**config.mk**
```make
export PLATFORM = sky130hd
export DESIGN_NAME = disk_elevator_request_queue
export DESIGN_NICKNAME = d
export VERILOG_FILES = /design/src/sv/derq_pkg.sv /design/src/sv/disk_elevator_request_queue.sv /design/src/sv/derq_store.sv /design/src/sv/derq_seq.sv
export SDC_FILE = /design/constraint.sdc
export NUM_CORES = 1
export LEC_CHECK = 0
export ABC_AREA = 1
export BUFFER_PORTS_ARGS = -buffer_cell sky130_fd_sc_hd__buf_2
export CAP_MARGIN = 20
export CORE_ASPECT_RATIO = 0.9
export CORE_MARGIN = 2
export CORE_UTILIZATION = 55
export CTS_BUF_LIST = sky130_fd_sc_hd__clkbuf_4
export DETAILED_ROUTE_END_ITERATION = 16
export PLACE_DENSITY = 0.74
export REMOVE_ABC_BUFFERS = 1
export SKIP_CTS_REPAIR_TIMING = 1
export SYNTH_ARGS = -nofsm -noshare
export SYNTH_HDL_FRONTEND = slang
export SYNTH_HIERARCHICAL = 1
export SYNTH_SLANG_ARGS = --single-unit
```
**constraint.sdc**
```tcl
create_clock -name clk -period 4.4 [get_ports clk]
set_input_delay 0.22 -clock clk [delete_from_list [all_inputs] [get_ports clk]]
set_output_delay 0.22 -clock clk [all_outputs]
set_load 0.01 [all_outputs]
```
**src/sv/derq_pkg.sv**
```systemverilog
// derq_pkg: shared types and constants for the disk elevator request queue
// depends on nothing; imported by every module of the block
`timescale 1ns / 1ps
package derq_pkg;
  localparam int QueueDepth   = 16;
  localparam int CylinderBits = 16;
  localparam int TagBits      = 8;
  localparam int IdxBits      = $clog2(QueueDepth);
  localparam int CntBits      = $clog2(QueueDepth + 1);

  typedef logic [1:0] kind_t;
  localparam kind_t KIND_SWAP  = 2'd0;
  localparam kind_t KIND_READ  = 2'd1;
  localparam kind_t KIND_WRITE = 2'd2;

  typedef logic [1:0] status_t;
  localparam status_t ST_OK    = 2'd0;
  localparam status_t ST_FULL  = 2'd1;
  localparam status_t ST_EMPTY = 2'd2;
  localparam status_t ST_INCON = 2'd3;

  typedef struct packed {
    logic [TagBits-1:0]      tag;
    kind_t                   kind;
    logic [CylinderBits-1:0] cyl;
    logic                    up;
  } entry_t;

  typedef enum logic [3:0] {
    S_IDLE, S_SWSCAN, S_RDSCAN, S_RDSEC, S_SHIFT, S_WRITE, S_POPRD, S_POP,
    S_POPDIR, S_DONE
  } state_t;

  // control from the sequencer to the slot store
  typedef struct packed {
    logic                   rd_en;
    logic [IdxBits-1:0]     rd_addr;
    logic                   wr_en;
    logic [IdxBits-1:0]     wr_addr;
    entry_t                 wr_data;
  } store_ctl_t;
endpackage

```
**src/sv/disk_elevator_request_queue.sv**
```systemverilog
// disk_elevator_request_queue: elevator ordered disk request queue, top level
// depends on derq_pkg, derq_seq, derq_store
//
// channel  dir  tdata fields (low bit first)                 tuser
// in_      in   request_tag[7:0] request_kind[9:8]           opcode
//               cylinder[25:10], zero fill to 32
// out_     out  out_tag[7:0] out_kind[9:8] out_cylinder[25:10] status[1:0]
//               queue_count[30:26], zero fill to 32
//
// one request at a time; the sequencer walks the slots with one store port
// insert: at worst a backward scan of the whole queue followed by shifting
// most of it up one slot
// remove: reads the head, moves the rest down one slot; the result is registered
// in_tready is high while no request is in flight; a held result stalls only the
// last sequencer step, so the next request can be taken meanwhile
// synchronous active-low reset empties the queue; slot contents stay undefined
`timescale 1ns / 1ps
module disk_elevator_request_queue (
  input  logic        clk,
  input  logic        rst_n,
  input  logic        in_tvalid,
  output logic        in_tready,
  input  logic [31:0] in_tdata,   // request_tag, request_kind, cylinder
  input  logic        in_tuser,   // opcode
  output logic        out_tvalid,
  input  logic        out_tready,
  output logic [31:0] out_tdata,  // out_tag, out_kind, out_cylinder, queue_count
  output logic [1:0]  out_tuser   // status
);
  import derq_pkg::*;

  store_ctl_t               ctl;
  entry_t                   rd_data;
  entry_t                   res_entry;
  status_t                  res_status;
  logic [CntBits-1:0]       res_count;
  logic                     done;
  logic                     res_ready;
  logic                     take;
  logic                     busy_r, busy_nxt;
  logic                     start;
  // one-cycle start pulse after capture
  logic                     op_pending_done_r;
  // captured request
  logic                     op_r;
  logic [TagBits-1:0]       tag_r;
  kind_t                    kind_r;
  logic [CylinderBits-1:0]  cyl_r;
  // output register
  logic                     ovalid_r, ovalid_nxt;
  logic [31:0]              odata_r;
  status_t                  ostat_r;

  assign in_tready = !busy_r;
  assign start     = busy_r && !op_pending_done_r;
  // output register free or emptying this cycle
  assign res_ready = !ovalid_r || out_tready;
  assign take      = done && res_ready;

  always_ff @(posedge clk) begin
    if (!rst_n) begin
      busy_r            <= 1'b0;
      ovalid_r          <= 1'b0;
      op_pending_done_r <= 1'b0;
    end else begin
      busy_r            <= busy_nxt;
      ovalid_r          <= ovalid_nxt;
      op_pending_done_r <= busy_nxt && (busy_r || (in_tvalid && in_tready))
                           && busy_r;
    end
    if (in_tvalid && in_tready) begin
      op_r   <= in_tuser;
      tag_r  <= in_tdata[TagBits-1:0];
      kind_r <= in_tdata[TagBits+1:TagBits];
      cyl_r  <= in_tdata[TagBits+2+CylinderBits-1:TagBits+2];
    end
    if (take) begin
      odata_r <= {1'b0, res_count, res_entry.cyl, res_entry.kind, res_entry.tag};
      ostat_r <= res_status;
    end
  end

  always_comb begin
    busy_nxt   = busy_r;
    ovalid_nxt = ovalid_r;
    if (in_tvalid && in_tready) busy_nxt = 1'b1;
    if (take) begin
      busy_nxt   = 1'b0;
      ovalid_nxt = 1'b1;
    end else if (out_tready) begin
      ovalid_nxt = 1'b0;
    end
  end

  assign out_tvalid = ovalid_r;
  assign out_tdata  = odata_r;
  assign out_tuser  = ostat_r;

  derq_seq u_seq (
    .clk        (clk),
    .rst_n      (rst_n),
    .start      (start),
    .op_remove  (op_r),
    .req_tag    (tag_r),
    .req_kind   (kind_r),
    .req_cyl    (cyl_r),
    .rd_data    (rd_data),
    .res_ready  (res_ready),
    .ctl        (ctl),
    .done       (done),
    .res_status (res_status),
    .res_entry  (res_entry),
    .res_count  (res_count)
  );

  derq_store u_store (
    .clk     (clk),
    .ctl     (ctl),
    .rd_data (rd_data)
  );

`ifndef NO_ASSERTIONS
  // a result is produced only while a request is in flight
  a_done_busy: assert property (@(posedge clk) disable iff (!rst_n)
    done |-> busy_r) else $error("result without request");
  // a stalled response holds its value
  a_out_hold: assert property (@(posedge clk) disable iff (!rst_n)
    (out_tvalid && !out_tready) |=> (out_tvalid && $stable(out_tdata)
                                     && $stable(out_tuser)))
    else $error("response changed while stalled");
  // count never exceeds the depth
  a_count: assert property (@(posedge clk) disable iff (!rst_n)
    res_count <= CntBits'(QueueDepth)) else $error("count overflow");
`endif
endmodule

```
**src/sv/derq_store.sv**
```systemverilog
// derq_store: slot store of queue entries, one write and one registered read
// depends on derq_pkg
`timescale 1ns / 1ps
module derq_store (
  input  logic                clk,
  input  derq_pkg::store_ctl_t ctl,
  output derq_pkg::entry_t    rd_data
);
  import derq_pkg::*;
  entry_t mem [QueueDepth];

  always_ff @(posedge clk) begin
    if (ctl.wr_en) begin
      mem[ctl.wr_addr] <= ctl.wr_data;
    end
    if (ctl.rd_en) begin
      rd_data <= mem[ctl.rd_addr];
    end
  end
endmodule

```
**src/sv/derq_seq.sv**
```systemverilog
// derq_seq: sequencer that scans, shifts and pops slots through one store port
// depends on derq_pkg
`timescale 1ns / 1ps
module derq_seq (
  input  logic                          clk,
  input  logic                          rst_n,
  input  logic                          start,
  input  logic                          op_remove,
  input  logic [derq_pkg::TagBits-1:0]  req_tag,
  input  derq_pkg::kind_t               req_kind,
  input  logic [derq_pkg::CylinderBits-1:0] req_cyl,
  input  derq_pkg::entry_t              rd_data,
  input  logic                          res_ready,
  output derq_pkg::store_ctl_t          ctl,
  output logic                          done,
  output derq_pkg::status_t             res_status,
  output derq_pkg::entry_t              res_entry,
  output logic [derq_pkg::CntBits-1:0]  res_count
);
  import derq_pkg::*;

  state_t                  state_r, state_nxt;
  logic [CntBits-1:0]      count_r, count_nxt;
  logic                    sweep_r, sweep_nxt;
  logic [IdxBits-1:0]      ptr_r, ptr_nxt;     // scan / shift address
  logic [IdxBits-1:0]      pos_r, pos_nxt;     // insert slot
  logic                    dir_r, dir_nxt;
  logic                    up_r, up_nxt;
  status_t                 st_r, st_nxt;
  entry_t                  head_r, head_nxt;
  logic                    pend_r, pend_nxt;   // read data valid for the shift or pop step
  logic [IdxBits-1:0]      last;

  assign last       = IdxBits'(count_r - CntBits'(1));
  assign res_status = st_r;
  assign res_entry  = head_r;
  assign res_count  = count_r;

  always_ff @(posedge clk) begin
    if (!rst_n) begin
      state_r <= S_IDLE;
      count_r <= '0;
      sweep_r <= 1'b0;
      pend_r  <= 1'b0;
    end else begin
      state_r <= state_nxt;
      count_r <= count_nxt;
      sweep_r <= sweep_nxt;
      pend_r  <= pend_nxt;
    end
    ptr_r  <= ptr_nxt;
    pos_r  <= pos_nxt;
    dir_r  <= dir_nxt;
    up_r   <= up_nxt;
    st_r   <= st_nxt;
    head_r <= head_nxt;
  end

  always_comb begin
    state_nxt = state_r;
    count_nxt = count_r;
    sweep_nxt = sweep_r;
    ptr_nxt   = ptr_r;
    pos_nxt   = pos_r;
    dir_nxt   = dir_r;
    up_nxt    = up_r;
    st_nxt    = st_r;
    head_nxt  = head_r;
    pend_nxt  = 1'b0;
    done      = 1'b0;
    ctl       = '0;
    case (state_r)
      S_IDLE: begin
        if (start) begin
          st_nxt   = ST_OK;
          head_nxt = '0;
          if (op_remove) begin
            if (count_r == '0) begin
              st_nxt    = ST_EMPTY;
              state_nxt = S_DONE;
            end else begin
              ctl.rd_en   = 1'b1;
              ctl.rd_addr = '0;
              ptr_nxt     = '0;
              pend_nxt    = 1'b1;
              state_nxt   = S_POPRD;
            end
          end else if (count_r == CntBits'(QueueDepth)) begin
            st_nxt    = ST_FULL;
            state_nxt = S_DONE;
          end else if (count_r == '0) begin
            pos_nxt   = '0;
            up_nxt    = 1'b1;
            sweep_nxt = 1'b1;
            state_nxt = S_WRITE;
          end else if (req_kind == KIND_SWAP) begin
            ctl.rd_en = 1'b1;
            ctl.rd_addr = '0;
            ptr_nxt   = '0;
            pend_nxt  = 1'b1;
            state_nxt = S_SWSCAN;
          end else if (req_kind != KIND_READ) begin
            pos_nxt   = IdxBits'(count_r);
            up_nxt    = 1'b0;
            ptr_nxt   = IdxBits'(count_r);
            state_nxt = S_SHIFT;
          end else if (count_r == CntBits'(1)) begin
            sweep_nxt = 1'b1;
            up_nxt    = 1'b1;
            pos_nxt   = IdxBits'(1);
            ptr_nxt   = IdxBits'(count_r);
            state_nxt = S_SHIFT;
          end else begin
            ctl.rd_en   = 1'b1;
            ctl.rd_addr = last;
            ptr_nxt     = last;
            pend_nxt    = 1'b1;
            state_nxt   = S_RDSCAN;
          end
        end
      end
      // forward scan for the end of the swap run
      S_SWSCAN: begin
        if (rd_data.kind != KIND_SWAP || ptr_r == last) begin
          pos_nxt = (rd_data.kind != KIND_SWAP && ptr_r != '0) ? ptr_r
                                                               : ptr_r + 1'b1;
          if (rd_data.kind != KIND_SWAP && ptr_r == '0) pos_nxt = IdxBits'(1);
          up_nxt    = 1'b0;
          ptr_nxt   = IdxBits'(count_r);
          state_nxt = S_SHIFT;
        end else begin
          ctl.rd_en   = 1'b1;
          ctl.rd_addr = ptr_r + 1'b1;
          ptr_nxt     = ptr_r + 1'b1;
        end
      end
      // backward scan for the last read, stopping before the head
      S_RDSCAN: begin
        if (rd_data.kind == KIND_SWAP) begin
          sweep_nxt = 1'b1;
          up_nxt    = 1'b1;
          pos_nxt   = ptr_r + 1'b1;
          ptr_nxt   = IdxBits'(count_r);
          state_nxt = S_SHIFT;
        end else if (rd_data.kind == KIND_READ) begin
          if (sweep_r == rd_data.up) begin
            if (!sweep_r && req_cyl <= rd_data.cyl) up_nxt = 1'b0;
            else if (sweep_r && req_cyl >= rd_data.cyl) up_nxt = 1'b1;
            else up_nxt = ~sweep_r;
            pos_nxt   = ptr_r + 1'b1;
            ptr_nxt   = IdxBits'(count_r);
            state_nxt = S_SHIFT;
          end else begin
            dir_nxt   = rd_data.up;
            up_nxt    = rd_data.up;
            state_nxt = S_RDSEC;
            // same entry is tested again as the first step of the sorted scan
            ctl.rd_en   = 1'b1;
            ctl.rd_addr = ptr_r;
          end
        end else if (ptr_r == IdxBits'(1)) begin
          sweep_nxt = 1'b1;
          up_nxt    = 1'b1;
          pos_nxt   = IdxBits'(1);
          ptr_nxt   = IdxBits'(count_r);
          state_nxt = S_SHIFT;
        end else begin
          ctl.rd_en   = 1'b1;
          ctl.rd_addr = ptr_r - 1'b1;
          ptr_nxt     = ptr_r - 1'b1;
        end
      end
      // sorted scan through the second sweep
      S_RDSEC: begin
        if (rd_data.kind != KIND_READ || rd_data.up != dir_r ||
            (dir_r ? (rd_data.cyl <= req_cyl) : (rd_data.cyl >= req_cyl))) begin
          pos_nxt   = ptr_r + 1'b1;
          ptr_nxt   = IdxBits'(count_r);
          state_nxt = S_SHIFT;
        end else if (ptr_r == IdxBits'(1)) begin
          st_nxt    = ST_INCON;
          pos_nxt   = IdxBits'(count_r);
          ptr_nxt   = IdxBits'(count_r);
          state_nxt = S_SHIFT;
        end else begin
          ctl.rd_en   = 1'b1;
          ctl.rd_addr = ptr_r - 1'b1;
          ptr_nxt     = ptr_r - 1'b1;
        end
      end
      // move entries up one slot, each with a read then a write
      S_SHIFT: begin
        if (ptr_r == pos_r) begin
          state_nxt = S_WRITE;
        end else if (!pend_r) begin
          ctl.rd_en   = 1'b1;
          ctl.rd_addr = ptr_r - 1'b1;
          pend_nxt    = 1'b1;
        end else begin
          ctl.wr_en   = 1'b1;
          ctl.wr_addr = ptr_r;
          ctl.wr_data = rd_data;
          ptr_nxt     = ptr_r - 1'b1;
        end
      end
      // the head of an empty queue keeps the raw kind, elsewhere kind 3 is a write
      S_WRITE: begin
        ctl.wr_en        = 1'b1;
        ctl.wr_addr      = pos_r;
        ctl.wr_data.tag  = req_tag;
        ctl.wr_data.kind = (count_r == '0 || req_kind == KIND_READ ||
                            req_kind == KIND_SWAP) ? req_kind : KIND_WRITE;
        ctl.wr_data.cyl  = req_cyl;
        ctl.wr_data.up   = up_r;
        count_nxt        = count_r + 1'b1;
        state_nxt        = S_DONE;
      end
      S_POPRD: begin
        head_nxt.tag  = rd_data.tag;
        head_nxt.kind = rd_data.kind;
        head_nxt.cyl  = rd_data.cyl;
        head_nxt.up   = 1'b0;
        state_nxt     = S_POP;
      end
      // move entries down one slot
      S_POP: begin
        if (CntBits'(ptr_r) + CntBits'(1) >= count_r) begin
          count_nxt = count_r - 1'b1;
          if (count_r >= CntBits'(3)) begin
            ctl.rd_en   = 1'b1;
            ctl.rd_addr = IdxBits'(1);
            state_nxt   = S_POPDIR;
          end else begin
            state_nxt = S_DONE;
          end
        end else if (!pend_r) begin
          ctl.rd_en   = 1'b1;
          ctl.rd_addr = ptr_r + 1'b1;
          pend_nxt    = 1'b1;
        end else begin
          ctl.wr_en   = 1'b1;
          ctl.wr_addr = ptr_r;
          ctl.wr_data = rd_data;
          ptr_nxt     = ptr_r + 1'b1;
        end
      end
      S_POPDIR: begin
        if (rd_data.kind == KIND_READ) sweep_nxt = rd_data.up;
        state_nxt = S_DONE;
      end
      // result offered until the output register can take it
      S_DONE: begin
        done = 1'b1;
        if (res_ready) state_nxt = S_IDLE;
      end
      default: state_nxt = S_IDLE;
    endcase
  end
endmodule

```
Yosys cells after proc, flatten, opt, wreduce, memory -nomap -nowiden
Memory sizes are Yosys's and may differ from the RTL's. A register that Yosys moved wholly into a read port is not among the register bits. Cells that the tools add are included.

Add/subtract/negate cells: 5. Reductions and logical operators: 45. Magnitude comparators: 6. Equality and inequality tests: 45. Mux-type cells: 135. Bitwise operators: 3.

Operators by type and width (count): $mux 4 (49); $pmux 32 s3 (1); $mux 5 (19); $mux 32 (2); $pmux 27 s2 (1); $mux 1 (44); $mux 37 (1); $pmux 4 s9 (1); $ge 16x16->1 (2); $le 16x16->1 (2); $pmux 5 s6 (1); $mux 27 (1); $pmux 4 s6 (1); $reduce_and 10->1 (2); $ne 2x1->1 const B (9); $eq 4x3->1 const B (4); $ne 2x2->1 const B (8); $pmux 4 s4 (1); $mux 2 (6); $pmux 5 s2 (1); $reduce_bool 2->1 (5); $logic_and 1x1->1 (9); $ne 3x1->1 const B (3); $ne 3x2->1 const B (3); other kinds (37) (63).

Output and inout bits: 36. Bits in writable memories: 432. Register bits after elaboration: 112. Bits of input ports: 37. Memories kept: 1.

Memories: u_store.mem (words 16, width 27, rd ports 1, clocked after Yosys merged registers in 1, wr ports 1, RTL line derq_store.sv:10) `entry_t mem [QueueDepth];`.

Depth between registers and ports, before layout
Gate-level depths: netlist (run 1).

Word-level depth: 9. Mapped depth: 25. Gate-level depth less buffers: 23.

Modules after synthesis
The synthesis (run 1) kept the hierarchy.

By module, submodules not included: derq_store (instances 1, sequential area each 13783.2 µm², area each 19342.3 µm², cells an instance 1793); derq_seq (instances 1, sequential area each 1361.3 µm², area each 4464.3 µm², cells an instance 643); disk_elevator_request_queue (instances 1, sequential area each 1861.8 µm², area each 1944.4 µm², cells an instance 81).

Worst setup path after synthesis (run 1)
No wires, ideal clock.

Kind: register -> register. Start point: reg u_seq.ptr_r[0]. End point: mem u_store/mem[13][0] (netlist bit) (enable). Path slack: 0.201 ns. Period minus slack after synthesis: 4.199 ns. Cell stages (with the launch flop): 18. Data arrival time: 3.788 ns. Path buffers: 2. Cell sequence: edfxtp_1 > buf_2 > nand3_1 > xor2_1 > inv_1 > ha_1 > nand2_1 > o21ai_0 > nor2_1 > nand3_1 > nand2_1 > nand2_1 > buf_2 > o21ai_0 > inv_1 > nor2_1 > nand2_1 > nor2_1.

RTL lines: from (decl) (RTL line derq_seq.sv:25) `logic [IdxBits-1:0] ptr_r, ptr_nxt;`; from (signal assigned) (RTL line derq_seq.sv:51) `ptr_r <= ptr_nxt;`; to (decl) (RTL line derq_store.sv:10).

==> impl_metrics.tcl, run 1 <==
set metrics [dict create \
    clkLatencyLatePin_ns 0.98 \
    drtAntennaViolNets 0 \
    globalplace.congestion 0.910 \
    root_buffer "clkbuf_4" \
    drt_iter0_markers 1928 \
    cp.buffers_inverters 3 \
    tns_ns 0 \
    slowest_stage "edfxtp_1" \
    critPathRequiredTime_ns 5.04 \
    grt.overflow.total 0 \
    drt_first_pass_iters 6 \
    clkPwrFrac_pct 25.8 \
    grt_pass1_wl_mm 102 \
    portBuffers 65 \
    grt_use_total_pct 28.3 \
    synth_area_um2 25700 \
    slew_headroom_pct 35.5 \
    powerDensity_nw_per_um2 560 \
    wl_per_cell_um 19.4 \
    p_sw_share_pct 36.9 \
    post-route-period-util_pct 92.7 \
    fin_nets 2861 \
    vias 19000 \
    fin_crit_ns 4.08 \
    fp-row-count 75 \
    die_width_um 232 \
    combPwrFrac_pct 34.0 \
    cpLargestDelayFamily "simple AND/OR/NAND/NOR gates" \
    area_growth_pct 16.6 \
    cts.clk_slew.worst_paths_ns 0.06 \
    boundaryPins 73 \
    grt_max_degree 71 \
    cp_max_fo 21 \
    drc 0 \
    hold_violations 0 \
    yosysWarnings 6 \
    setup_viol 0 \
    p_leak_nw 13.1 \
    cap_violations 0 \
    skew_ns 0.0473 \
    rsz0062_at_grt "false" \
    critPathMaxStageDelay_ns 0.54 \
    final-max-slew-violation-count 0 \
    critPathKind "reg -> reg" \
    antenna_found_initial 2 \
    ir_drop_mv 0.342 \
    drt-total-wl_mm 68.1 \
    end_kind "flop" \
    holdCritPathClass "in -> reg" \
    dieArea_um2 48500 \
    cts_tree "yes" \
    cp_cell_sequence "ha_1 > xor2_1 > ha_1 > a21oi_1 > o21ai_0 > nor2_1 > nand3_1 > nand2_1 > nand2_1 > buf_4 > o21ai_0 > buf_4 > nand2_1 > nor2_4 > buf_12" \
    p_seq_share_pct 40.2 \
    drive_above_1_share_pct 16.0 \
    clkSinkCount 571 \
    die_y_um 209 \
    syn_avg_cell_area_um2 10.2 \
    p_int_w 0.0106 \
    grt_pass1_vias 18700 \
    dp_hpwl_mm 39.2 \
    worstMarginPinSlew_ns 0.966 \
    switching_power_w 0.00621 \
    clockBufferDepth 3 \
    start_util_pct 55.4 \
    via_per_inst 5.43 \
    status "complete, no violations" \
    core_um2 46500 \
    utilization_pct 64.6 \
    syn_inst 2515 \
    worstPathArrival_ns 4.72 \
    crit_path_frequent_cell "nand2_1" \
    cts_made_buffers 144 \
    startpoint_type "flop" \
    ctsHtreeMaxLevel 4 \
    max_freq_ghz 0.245 \
]
registers in the layout, indices dropped and copies added (netlist names), 2 cells and up:
signal and cells:
out_tuser 2, tag_r 8, u_store/rd_data 27, u_seq/ptr_r 4, u_seq/state_r 4, cyl_r 16, u_seq/res_status 2, u_store/mem 432
u_seq/res_entry 26, u_seq/pos_r 4, u_seq/res_count 5, kind_r 2, out_tdata 31
tightest hold or removal path: stages:
cell           delay, ns
dlygate4sd3_1       0.53
buf_2               0.19
nand2_1             0.08
nor2_1              0.04
layout by cell type, fill, tap and decap left out, types with 7 or more instances in the layout:
| master | count |
|---|---|
| nand2_1 | 698 |
| edfxtp_1 | 557 |
| inv_1 | 435 |
| nand3_1 | 367 |
| clkbuf_4 | 205 |
| buf_4 | 83 |
| nor2_1 | 71 |
| buf_2 | 65 |
| dlygate4sd3_1 | 58 |
| o21ai_0 | 48 |
| a21oi_1 | 41 |
| buf_12 | 33 |
| ha_1 | 30 |
| nor2_4 | 23 |
| clkinv_1 | 20 |
| o22ai_1 | 20 |
| nand4_1 | 18 |
| inv_2 | 16 |
| dfxtp_1 | 14 |
| nor3_1 | 8 |
| nand2_2 | 7 |
routing by layer:
metal	GRT usage (%)	up-vias	wire length (um)
met2	43.7	943	31600
met4	15.1	0	2510
met5	0	-	0
li1	-	8907	-
met3	6.10	167	6290
met1	37.9	9011	27700
power by group through the flow:
| stage | sequential (W) | combinational (W) | clock, W |
|---|---|---|---|
| finish | 0.00676 | 0.00572 | 0.00435 |
| global route | 0.00678 | 0.00624 | 0.00472 |
| CTS | 0.00675 | 0.00559 | 0.00445 |
| detailed placement | 0.00686 | 0.00556 | 0 |
| global placement | 0.00686 | 0.00545 | 0 |
| floorplan | 0.00681 | 0.00359 | 0 |
per-stage QoR:
stage          cell area (um2)  total power [W]  setup slack (ns)  cells  hold slack, ns
4_1_cts                  29400           0.0168             0.421   3444          -0.691
5_1_grt                  30000           0.0177             0.229   3507           0.123
6_report                 30000           0.0168             0.320   3507           0.136
2_1_floorplan            25200           0.0104             -4.04   2409           0.319
3_3_place_gp             27700           0.0123             0.493   3206           0.397
3_5_place_dp             27700           0.0124             0.472   3206           0.398
path summary, 6_finish.rpt:
check,cells after the start,slack [ns],end,from
hold / removal,4,0.14,u_seq/sweep_r$_SDFFE_PN0P_,rst_n
hold reg to reg,0,0.41,out_tdata[18]$_DFFE_PP_,u_seq/res_entry[9]$_SDFFCE_PN0P_
setup reg to reg,15,0.32,u_store/mem[4][22]$_DFFE_PP_,u_seq/ptr_r[0]$_DFFE_PP_
setup / recovery,15,0.32,u_store/mem[4][22]$_DFFE_PP_,u_seq/ptr_r[0]$_DFFE_PP_
final cells by class:
| type | count | area (um2) |
|---|---|---|
| well taps | 616 | 771 |
| flip-flops and latches | 571 | 17000 |
| inverters | 451 | 1700 |
| diodes | 5 | 12.5 |
| multi-input cells | 1387 | 6590 |
| clock buffers | 205 | 1540 |
| fillers | 3610 | 16400 |
| clock inverters | 33 | 210 |
| repair buffers | 239 | 2190 |
Power figures use the tool's default switching activity.
==> run 2, diff against run 1 <==
--- a/config.mk
+++ b/config.mk
@@ -18,5 +18,4 @@
 export SKIP_CTS_REPAIR_TIMING = 1
 export SYNTH_ARGS = -nofsm -noshare
 export SYNTH_HDL_FRONTEND = slang
-export SYNTH_HIERARCHICAL = 1
 export SYNTH_SLANG_ARGS = --single-unit
==> impl_metrics.tcl, run 2 <==
set metrics [dict create \
    multi_input_area_um2 6960 \
    vias 19600 \
    cap_violations 0 \
    min_from "rst_n" \
    holdCritPathClass "in -> reg" \
    rsz0062_at_grt "false" \
    power_w 0.0168 \
    ys_seq_area_share_pct 65.4 \
    grt.overflow.total 0 \
    cts.clk_slew.worst_paths_ns 0.07 \
    max_freq_ghz 0.241 \
    setup_viol 0 \
    worstMarginPinSlew_ns 1.01 \
    combPwrFrac_pct 32.1 \
    fin_nets 2811 \
    drt-total-wl_mm 71.2 \
    synthAdderAreaFrac_pct 1.44 \
    reg2reg_from "u_seq.ptr_r[2]$_DFFE_PP_" \
    synthSimpleGateAreaFrac_pct 21.3 \
    die_y_um 210 \
    hold_violations 0 \
    grt_max_degree 129 \
    grt.busiest_layer "met2" \
    syn_avg_cell_area_um2 10.5 \
    synth_most_common_cell "edfxtp_1" \
    final_cells 3457 \
    worstPathArrival_ns 4.81 \
    synth_top_cell_area_share_pct 64.3 \
    cp_max_fo 14 \
    end_kind "flop" \
    p_seq_share_pct 40.2 \
    synth-async-reset-ratio_pct 0 \
    placed_area_um2 28000 \
    synth_top_family_by_area "simple AND/OR/NAND/NOR gates" \
    largest_reg_flops 432 \
    synth-compound-area-share_pct 3.09 \
    clkPwrFrac_pct 27.8 \
    clkSinkCount 571 \
    final-max-slew-violation-count 0 \
    drtAntennaViolNets 0 \
    p_int_w 0.0108 \
    yosysWarnings 0 \
    grt_use_total_pct 29.6 \
    dieArea_um2 49000 \
    fin_area_um2 30500 \
    p_sw_share_pct 35.4 \
    clockBufferDepth 3 \
    synthTopCellsByArea "edfxtp_1, nand3_1, nand2_1" \
    regArea_um2 17000 \
    grt_use_met3_pct 5.99 \
    synth_ff_type "edfxtp_1" \
    drt_iter0_markers 2184 \
    synth_mux_area_share_pct 0 \
    ys_ff_latch 571 \
    startpoint "u_seq.ptr_r[2]$_DFFE_PP_" \
    cts_tree "yes" \
    grt_pass1_vias 18900 \
    skew_ns 0.0461 \
    antenna_found_initial 2 \
    critPathRequiredTime_ns 5.06 \
    tns_ns 0 \
    critPathKind "reg -> reg" \
    utilization_pct 65.4 \
    syn_inst 2478 \
    dp.cells 3156 \
    slew_headroom_pct 32.2 \
    boundaryPins 73 \
    via_per_inst 5.66 \
    clkLatencyLatePin_ns 0.99 \
    synth_cell_types 46 \
    fin_crit_ns 4.14 \
    synth-edff-count 557 \
    area_growth_pct 17.3 \
    synth_xor_area_share_pct 0.269 \
    final_common_cell "edfxtp_1" \
    met1_usage_pct 41.6 \
    cts_made_buffers 142 \
    post-route-period-util_pct 94.2 \
    final_cell_mix "edfxtp_1, nand3_1, nand2_1" \
    grt_pass1_wl_mm 108 \
    synth_area_um2 26000 \
    p_leak_nw 12.7 \
    status "complete, no violations" \
    ir_drop_mv 0.446 \
    startpoint_type "flop" \
    dp_hpwl_mm 41.3 \
    portBuffers 65 \
    die_width_um 233 \
    fp-row-count 75 \
    regMostFlops "u_store.mem" \
    nFillCells 3526 \
    drc 0 \
    drive_above_1_share_pct 16.3 \
    ctsHtreeMaxLevel 4 \
    switching_power_w 0.00594 \
    drt_first_pass_iters 7 \
    synthTopCellsByCount "edfxtp_1, nand3_1, nand2_1" \
    globalplace.congestion 0.933 \
    root_buffer "clkbuf_4" \
    wl_per_cell_um 20.6 \
    powerDensity_nw_per_um2 550 \
    start_util_pct 55.8 \
    grt_util_met2_pct 44.6 \
    core_um2 46600 \
    synth_top_cell_by_area "edfxtp_1" \
]
[run 2: routing by layer]
| metal | up-vias | wire length (um) |
|---|---|---|
| met4 | 0 | 2310 |
| li1 | 9017 | - |
| met1 | 9256 | 29300 |
| met5 | - | 0 |
| met3 | 171 | 7110 |
| met2 | 1128 | 32500 |
[run 2: cell families (layout without fill, tap and decap cells)]
family	Yosys count	count (layout)
compound gates	140	140
xor+xnor	8	8
fa+ha+maj	30	30
buf+inv	539	898
flops	571	571
other cells	1	5
simple gates	1189	1189
[run 2: power by group through the flow]
stage                     Combinational [W]  Clock [W]  Sequential (W)
final                               0.00538    0.00466         0.00674
after detailed placement            0.00521          0         0.00685
after floorplan                     0.00321          0         0.00682
after global placement              0.00512          0         0.00684
after CTS                           0.00525    0.00472         0.00674
after global routing                0.00590    0.00501         0.00677
[run 2: cell type report]
type | instances | area share, %
multi-input combinational | 1368 | 22.8
antenna | 4 | 0.0328
clock inverter | 30 | 0.989
tap | 616 | 2.53
inverter | 418 | 5.16
sequential | 571 | 55.8
timing repair buffer | 243 | 7.57
clock buffer | 207 | 5.10
[run 2: path summary, 6_finish.rpt]
check | end | slack [ns] | depth (start not counted)
min reg2reg | out_tdata[8]$_DFFE_PP_ | 0.41 | 0
max reg2reg | u_store.mem[12][5]$_DFFE_PP_ | 0.26 | 18
max | u_store.mem[12][5]$_DFFE_PP_ | 0.26 | 18
min | op_pending_done_r$_SDFF_PN0_ | 0.12 | 4
[run 2: per-stage QoR]
stage | hold slack (ns) | setup slack [ns]
after detailed placement | 0.398 | 0.291
after floorplan | 0.319 | -5.40
after global placement | 0.397 | 0.302
after CTS | -0.676 | 0.225
after global routing | 0.125 | 0.132
final | 0.116 | 0.255
[run 2: worst max-delay path, cell delays in order, from the launching register on]
cell and delay, ns:
edfxtp_1 0.54, buf_4 0.23, nand2_1 0.06, nor2_1 0.04, ha_1 0.31, nand2_1 0.08
or3_1 0.37, nand3_2 0.10, nor2_1 0.07, inv_1 0.09, nand2_1 0.07, inv_1 0.09
nor2_1 0.05, inv_2 0.19, o21ai_0 0.24, nor2_1 0.36, nand4_1 0.43, nor2_4 0.29
buf_12 0.21
